`config.mk`:
```
export PLATFORM = sky130hd
export DESIGN_NAME = nec_ir_frame_decoder
export DESIGN_NICKNAME = d
export VERILOG_FILES = /design/src/hw/rtl/nec_ir_pkg.sv /design/src/hw/rtl/nec_ir_frame_decoder.sv
export SDC_FILE = /design/constraint.sdc
export NUM_CORES = 1
export LEC_CHECK = 0
export BUFFER_PORTS_ARGS = -buffer_cell sky130_fd_sc_hd__buf_2
export CORE_MARGIN = 3
export CORE_UTILIZATION = 56
export DETAILED_ROUTE_END_ITERATION = 10
export GPL_ROUTABILITY_DRIVEN = 0
export PLACE_DENSITY = 0.77
export SLEW_MARGIN = 10
export SYNTH_ARGS = -nofsm -noshare
export SYNTH_HDL_FRONTEND = slang
export SYNTH_SLANG_ARGS = --single-unit
```
`constraint.sdc`:
```
create_clock -name clk -period 3.12 [get_ports clk]
set_clock_uncertainty 0.2 [all_clocks]
set_input_delay 0.468 -clock clk [delete_from_list [all_inputs] [get_ports clk]]
set_output_delay 0.468 -clock clk [all_outputs]
set_load 0.05 [all_outputs]
```
`src/hw/rtl/nec_ir_pkg.sv`:
```
// ----------------------------------------------------------------------------
// NEC IR decoder package
// Event codes, threshold register indexes and their reset values.
// ----------------------------------------------------------------------------
package nec_ir_pkg;

    localparam int CMD_W   = 3;
    localparam int WIDTH_W = 16;
    localparam int NUM_REGS = 8;
    localparam int REG_IDX_W = 4;

    typedef enum logic [CMD_W-1:0] {
        CMD_RISE  = 3'd0,
        CMD_FALL  = 3'd1,
        CMD_TICK  = 3'd2,
        CMD_SCAN  = 3'd3,
        CMD_CLEAR = 3'd4
    } cmd_t;

    typedef enum logic [2:0] {
        REG_ZERO_MIN   = 3'd0,
        REG_ZERO_MAX   = 3'd1,
        REG_ONE_MIN    = 3'd2,
        REG_ONE_MAX    = 3'd3,
        REG_REPEAT_MIN = 3'd4,
        REG_REPEAT_MAX = 3'd5,
        REG_LEADER_MIN = 3'd6,
        REG_LEADER_MAX = 3'd7
    } reg_idx_t;

    typedef logic [WIDTH_W-1:0] width_t;

    localparam width_t REG_RESET [NUM_REGS] = '{
        16'd300, 16'd800, 16'd1400, 16'd1800,
        16'd2200, 16'd2600, 16'd4200, 16'd4700
    };

endpackage

```
`src/hw/rtl/nec_ir_frame_decoder.sv`:
```
// ----------------------------------------------------------------------------
// NEC infrared frame decoder
// Turns edge, tick, scan and clear events into key codes and frame status.
// ----------------------------------------------------------------------------
// Usage:
//   Input channel (in_valid / in_stall) carries one event per transaction:
//   command selects rising edge, falling edge (with pulse_width in us),
//   10 ms timeout tick, scan or clear. Every event yields exactly one result
//   transaction on the output channel (out_valid / out_stall) with key_code,
//   key_valid, address_byte, repeat_count and frame_active.
//   The configuration channel (cfg_valid / cfg_ready, cfg_index, cfg_data)
//   writes the eight width window bounds; cfg_ready is always high, and
//   indexes beyond seven are dropped. Write it only while the block is idle.
// Timing:
//   An event passes the input register, then the decode logic into the result
//   register. Throughput is one event per cycle while the receiver does not
//   stall; the decode state updates in the same cycle that the event leaves
//   the input register.
// Reset:
//   rst_n clears all frame state, empties both stages and restores the
//   default windows. When the receiver stalls, the result register holds,
//   then the input register fills and in_stall rises.
// ----------------------------------------------------------------------------
module nec_ir_frame_decoder #(
    parameter int IDLE_LIMIT = 14
) (
    input  logic                                clk,
    input  logic                                rst_n,
    // event input
    input  logic                                in_valid,
    output logic                                in_stall,
    input  logic [nec_ir_pkg::CMD_W-1:0]        command,
    input  logic [nec_ir_pkg::WIDTH_W-1:0]      pulse_width,
    // result output
    output logic                                out_valid,
    input  logic                                out_stall,
    output logic [7:0]                          key_code,
    output logic                                key_valid,
    output logic [7:0]                          address_byte,
    output logic [7:0]                          repeat_count,
    output logic                                frame_active,
    // configuration writes
    input  logic                                cfg_valid,
    output logic                                cfg_ready,
    input  logic [nec_ir_pkg::REG_IDX_W-1:0]    cfg_index,
    input  logic [nec_ir_pkg::WIDTH_W-1:0]      cfg_data
);

    localparam int IDLE_W = $clog2(IDLE_LIMIT + 1);
    localparam logic [IDLE_W-1:0] IDLE_MAX = IDLE_W'(IDLE_LIMIT);

    // Threshold registers
    nec_ir_pkg::width_t cfg_reg [nec_ir_pkg::NUM_REGS];

    // Input stage
    logic                                   s1_valid_reg;
    logic [nec_ir_pkg::CMD_W-1:0]           s1_cmd_reg;
    nec_ir_pkg::width_t                     s1_width_reg;

    // Decoder state
    logic               receiving_reg,   receiving_next;
    logic               frame_ready_reg, frame_ready_next;
    logic               high_seen_reg,   high_seen_next;
    logic [IDLE_W-1:0]  idle_ticks_reg,  idle_ticks_next;
    logic [31:0]        bit_shift_reg,   bit_shift_next;
    logic [7:0]         repeats_reg,     repeats_next;
    logic [7:0]         last_addr_reg,   last_addr_next;
    logic [7:0]         code_next;

    // Result stage
    logic               out_valid_reg;
    logic [7:0]         key_code_reg;
    logic               key_valid_reg;
    logic [7:0]         address_reg;
    logic [7:0]         repeat_cnt_reg;
    logic               active_reg;

    logic               out_advance;
    logic               s1_fire;
    logic               in_fire;
    logic               win_zero, win_one, win_repeat, win_leader;
    logic [7:0]         addr_b, naddr_b, cmd_b, ncmd_b;

    assign cfg_ready   = 1'b1;
    assign out_advance = !out_valid_reg || !out_stall;
    assign s1_fire     = s1_valid_reg && out_advance;
    assign in_stall    = s1_valid_reg && !out_advance;
    assign in_fire     = in_valid && !in_stall;

    // Configuration writes; indexes beyond the list are dropped
    always_ff @(posedge clk or negedge rst_n)
    begin
        if (!rst_n)
        begin
            for (int i = 0; i < nec_ir_pkg::NUM_REGS; i++)
            begin
                cfg_reg[i] <= nec_ir_pkg::REG_RESET[i];
            end
        end
        else if (cfg_valid && cfg_ready && !cfg_index[nec_ir_pkg::REG_IDX_W-1])
        begin
            cfg_reg[cfg_index[2:0]] <= cfg_data;
        end
    end

    // Input register: load whenever it is empty or draining this cycle
    always_ff @(posedge clk or negedge rst_n)
    begin
        if (!rst_n)
        begin
            s1_valid_reg <= 1'b0;
        end
        else if (!in_stall)
        begin
            s1_valid_reg <= in_valid;
        end
    end

    always_ff @(posedge clk)
    begin
        if (in_fire)
        begin
            s1_cmd_reg   <= command;
            s1_width_reg <= pulse_width;
        end
    end

    // Width windows; both bounds of each window are exclusive
    assign win_zero   = (s1_width_reg > cfg_reg[nec_ir_pkg::REG_ZERO_MIN])
                     && (s1_width_reg < cfg_reg[nec_ir_pkg::REG_ZERO_MAX]);
    assign win_one    = (s1_width_reg > cfg_reg[nec_ir_pkg::REG_ONE_MIN])
                     && (s1_width_reg < cfg_reg[nec_ir_pkg::REG_ONE_MAX]);
    assign win_repeat = (s1_width_reg > cfg_reg[nec_ir_pkg::REG_REPEAT_MIN])
                     && (s1_width_reg < cfg_reg[nec_ir_pkg::REG_REPEAT_MAX]);
    assign win_leader = (s1_width_reg > cfg_reg[nec_ir_pkg::REG_LEADER_MIN])
                     && (s1_width_reg < cfg_reg[nec_ir_pkg::REG_LEADER_MAX]);

    assign addr_b  = bit_shift_reg[31:24];
    assign naddr_b = bit_shift_reg[23:16];
    assign cmd_b   = bit_shift_reg[15:8];
    assign ncmd_b  = bit_shift_reg[7:0];

    // Event decode
    always_comb
    begin
        receiving_next   = receiving_reg;
        frame_ready_next = frame_ready_reg;
        high_seen_next   = high_seen_reg;
        idle_ticks_next  = idle_ticks_reg;
        bit_shift_next   = bit_shift_reg;
        repeats_next     = repeats_reg;
        last_addr_next   = last_addr_reg;
        code_next        = 8'd0;

        unique case (s1_cmd_reg)
            nec_ir_pkg::CMD_RISE:
            begin
                high_seen_next = 1'b1;
            end
            nec_ir_pkg::CMD_FALL:
            begin
                if (high_seen_reg)
                begin
                    if (receiving_reg)
                    begin
                        if (win_zero)
                        begin
                            bit_shift_next = {bit_shift_reg[30:0], 1'b0};
                        end
                        else if (win_one)
                        begin
                            bit_shift_next = {bit_shift_reg[30:0], 1'b1};
                        end
                        else if (win_repeat)
                        begin
                            repeats_next    = repeats_reg + 8'd1;
                            idle_ticks_next = '0;
                        end
                    end
                    else if (win_leader)
                    begin
                        receiving_next = 1'b1;
                        repeats_next   = 8'd0;
                    end
                end
                high_seen_next = 1'b0;
            end
            nec_ir_pkg::CMD_TICK:
            begin
                if (receiving_reg)
                begin
                    high_seen_next = 1'b0;
                    if (idle_ticks_reg == '0)
                    begin
                        frame_ready_next = 1'b1;
                    end
                    if (idle_ticks_reg < IDLE_MAX)
                    begin
                        idle_ticks_next = idle_ticks_reg + IDLE_W'(1);
                    end
                    else
                    begin
                        receiving_next  = 1'b0;
                        idle_ticks_next = '0;
                    end
                end
            end
            nec_ir_pkg::CMD_SCAN:
            begin
                if (frame_ready_reg)
                begin
                    last_addr_next = addr_b;
                    if ((addr_b == ~naddr_b) && (cmd_b == ~ncmd_b))
                    begin
                        code_next = cmd_b;
                    end
                    // drop the frame on a failed check, a zero key code, or once it has closed
                    if ((code_next == 8'd0) || !receiving_reg)
                    begin
                        frame_ready_next = 1'b0;
                        repeats_next     = 8'd0;
                    end
                end
            end
            nec_ir_pkg::CMD_CLEAR:
            begin
                receiving_next   = 1'b0;
                frame_ready_next = 1'b0;
                high_seen_next   = 1'b0;
                idle_ticks_next  = '0;
                bit_shift_next   = '0;
            end
            default:
            begin
            end
        endcase
    end

    always_ff @(posedge clk or negedge rst_n)
    begin
        if (!rst_n)
        begin
            receiving_reg   <= 1'b0;
            frame_ready_reg <= 1'b0;
            high_seen_reg   <= 1'b0;
            idle_ticks_reg  <= '0;
            bit_shift_reg   <= '0;
            repeats_reg     <= '0;
            last_addr_reg   <= '0;
        end
        else if (s1_fire)
        begin
            receiving_reg   <= receiving_next;
            frame_ready_reg <= frame_ready_next;
            high_seen_reg   <= high_seen_next;
            idle_ticks_reg  <= idle_ticks_next;
            bit_shift_reg   <= bit_shift_next;
            repeats_reg     <= repeats_next;
            last_addr_reg   <= last_addr_next;
        end
    end

    // Result register
    always_ff @(posedge clk or negedge rst_n)
    begin
        if (!rst_n)
        begin
            out_valid_reg <= 1'b0;
        end
        else if (out_advance)
        begin
            out_valid_reg <= s1_valid_reg;
        end
    end

    always_ff @(posedge clk)
    begin
        if (s1_fire)
        begin
            key_code_reg   <= code_next;
            key_valid_reg  <= (code_next != 8'd0);
            address_reg    <= last_addr_next;
            repeat_cnt_reg <= repeats_next;
            active_reg     <= receiving_next;
        end
    end

    assign out_valid    = out_valid_reg;
    assign key_code     = key_code_reg;
    assign key_valid    = key_valid_reg;
    assign address_byte = address_reg;
    assign repeat_count = repeat_cnt_reg;
    assign frame_active = active_reg;

endmodule

```
==> summary.txt <==
Outcome
  • Status: complete, but fails checks
  • Failing checks: negative setup slack

Critical path
  • WP data required: 3.20 ns
  • R2R cell count: 9
  • Critical Path AT: 3.27 ns
  • Reg2Reg Launch Point: s1_width_reg[14]$_DFFE_PP_
  • Reg2reg end: repeat_count[7]$_DFFE_PP_
  • CP max FO: 8
  • Reg2Reg Setup Slack: -0.08 ns
  • Critical path class: reg2reg
  • Startpoint Class: flop
  • CP endpoint kind: flop

Synth
  • Avg Inst Size Synth: 10.3 um^2
  • Synthesized flop and latch total: 230
  • Most area-hungry cell type in the Yosys netlist: dfrtp_1
  • Number of synthesized flops with an enable pin: 45
  • Post-synth top area share: 0.298
  • Syn nets: 1390
  • Ys async rst share: 0.804
  • Top post-synthesis cells by area: dfrtp_1, ha_1, edfxtp_1
  • Unique masters post-synth: 61
  • Mapped Area: 12600 um^2
  • Top_reg_cell synth: dfrtp_1
  • Yosys warns: 0
  • Sequential area share after synthesis: 0.479
  • Mapped Cells: 1219

Global route
  • GRT Util Overall: 0.258
  • GRT overflow: 0
  • First-pass GRT wire length: 50.6 mm
  • Largest net degree at the start of global routing: 112
  • Initial antenna violation count: 0
  • Number of global-route vias before repair: 9754

Clocking
  • Clock latency on the worst-skew pair: 0.54 ns
  • Sinks on Clock Net: 230
  • H-tree depth: 1
  • Clock buffer count from CTS: 25
  • Clock Path Buffers: 3
  • CTS clk-pin slew, worst paths: 0.07 ns
  • Clk Tree Root Cell: clkbuf_16
  • CTS tree: done

Cells and area
  • Area Growth Syn to Fin: 19.9%
  • Final net count: 1549
  • Layout cells sized above 1: 0.238
  • Most used cells in the layout excluding fill and tap cells: nand2_1, dfrtp_1, inv_1, ha_1, a21oi_1
  • Max FFs per register: 128
  • Final instance area: 15100 um^2
  • ANT cells: 0
  • Commonest non-fill, non-tap cell in the layout: nand2_1
  • Fin cells: 1676

Power and ir drop
  • Sequential Power Share: 0.416
  • VDD IR-drop max: 0.503 mV
  • Combinational Power Share: 0.271
  • Pwr Density: 625 nW/um^2
  • Leak: 7.07 nW
  • Sw power: 2.99 mW
  • Pint: 6.43 mW
  • Net Sw Frac: 0.317
  • Clock share of power: 0.314
  • Post-layout total power: 9.42 mW

Route
  • Vias/cell: 5.95
  • Antenna Nets Post-Route: 0
  • DR pass1 iterations: 5
  • Via count: 9967
  • DRC viols: 0
  • DR iter-0 viols: 766
  • Final WL: 32.4 mm
  • Post-DR wirelength/cell: 19.3 um

Place
  • PortBufs: 71
  • DP Wirelength: 21.2 mm
  • Placed inst area: 13500 um^2
  • Post-Place Cells: 1570

Die
  • Core Area: 22000 um^2
  • Initial Utilization: 0.573
  • Die area: 24300 um^2
  • # rows: 54
  • Ports: 73
  • Die width: 156 um
  • Die Y: 156 um

STA
  • Worst slew margin: 0.573
  • Crit path time final: 3.20 ns
  • Final setup violating endpoints: 42
  • Final worst slack: -0.0777 ns
  • Max Slew Vio Count: 0
  • Setup TNS: -2.12 ns
  • RSZ-0062 raised after global routing: true
  • Final worst-path cycle share: 1.02
  • Worst slew pin tran: 0.635 ns
  • Highest clock rate: 0.313 GHz
  • Final Hold Viols: 0

Worst hold path
  • HP Start: cfg_data[12]
  • Hold Crit Depth: 3
  • Worst hold path type: in2reg
  • Hold Path Sink: cfg_reg[28]$_DFFE_PN1P_

Job
  • Max Cap Violations: 0
==> cells by family after synthesis <==
logic type | after synthesis | synth area share
compound gates | 275 | 0.142
other cells | 1 | 0.000298
buf+inv | 181 | 0.0563
fa+ha+maj | 127 | 0.126
mux | 76 | 0.0681
flops | 230 | 0.479
simple gates | 313 | 0.117
xor+xnor | 16 | 0.0111
==> how the worst max path moves through the flow <==
| stage | startpoint | endpoint |
|---|---|---|
| after floorplan | s1_width_reg[13]$_DFFE_PP_ | repeat_count[7]$_DFFE_PP_ |
| after global placement | s1_width_reg[5]$_DFFE_PP_ | repeat_count[6]$_DFFE_PP_ |
| after detailed placement | s1_width_reg[5]$_DFFE_PP_ | repeat_count[4]$_DFFE_PP_ |
| after CTS | s1_width_reg[9]$_DFFE_PP_ | repeat_count[7]$_DFFE_PP_ |
| after global routing | s1_width_reg[14]$_DFFE_PP_ | bit_shift_reg[3]$_DFFE_PN0P_ |
| final | s1_width_reg[14]$_DFFE_PP_ | repeat_count[7]$_DFFE_PP_ |
==> power groups by stage <==
stage | sequential (mW) | clock [mW] | combinational (mW)
after floorplan | 4.00 | 0 | 1.44
after global placement | 3.94 | 0 | 2.13
after detailed placement | 3.97 | 0 | 2.24
after CTS | 3.91 | 3.00 | 2.32
after global routing | 3.97 | 3.13 | 2.86
final | 3.91 | 2.95 | 2.55
==> cell type report <==
| class | count | area [um^2] |
|---|---|---|
| Clock buffer | 34 | 689 |
| Clock inverter | 11 | 123 |
| Fill cell | 1592 | 6880 |
| Inverter | 137 | 514 |
| Multi-Input combinational cell | 808 | 6050 |
| Sequential cell | 230 | 6020 |
| Tap cell | 280 | 350 |
| Timing Repair Buffer | 176 | 1320 |
==> critical path, cell delays in order, from the launching register on <==
cell,delay (ns)
edfxtp_1,0.61
ha_4,0.39
nand4_1,0.23
nor4_2,0.40
nor3_1,0.08
o211ai_1,0.10
buf_4,0.16
o2111ai_4,0.16
o311a_1,0.36
a211o_1,0.28
==> metrics by stage <==
| stage | worst slack [ns] | hold slack (ns) | util |
|---|---|---|---|
| after floorplan | 0.205 | -0.0276 | - |
| after global placement | 0.0229 | 0.117 | 0.614 |
| after detailed placement | -0.0529 | 0.120 | 0.614 |
| after CTS | 0.0184 | 0.0215 | 0.667 |
| after global routing | -0.157 | 0.0412 | 0.687 |
| final | -0.0777 | 0.0356 | 0.687 |
==> Yosys cell counts, drive strengths merged (2+ instances only) <==
master   instances
or3              2
a21o            12
a211oi           5
a22oi            2
a22o             4
nor2b            6
o21ai           86
a211o            4
o221ai           3
xor2            16
o2bb2ai          2
and2            11
o211ai          14
nand2b           8
a221oi           3
nor3             7
buf             11
or2              3
nand3           20
clkbuf          33
ha             127
a221o           33
nand4           30
nor3b            5
a2111o           2
inv            137
and3             6
o2111ai          3
nor2            30
or4              7
nor4             8
a21oi           83
o211a            2
nand2          162
nand3b           5
dfstp           35
edfxtp          45
dfrtp          150
o21a             2
a31oi            5
mux2            76
==> routing by layer <==
metal / GRT usage / vias up / share of wire
met1: 0.362 / 4879 / 0.42
met3: 0.0413 / 66 / 0.069
met5: 0 / - / 0
li1: - / 4676 / -
met4: 0.0921 / 0 / 0.033
met2: 0.411 / 346 / 0.48
==> timing repair <==
item,in CTS,in global routing
hold buffers,22,0
buffers inserted,14,18
gates resized for setup,4,28
cloned,0,7
endpoints found under the setup margin,18,49
pin swaps,0,21
endpoints found under the hold margin,124,0
No activity file was read; power rests on OpenSTA's default activity.
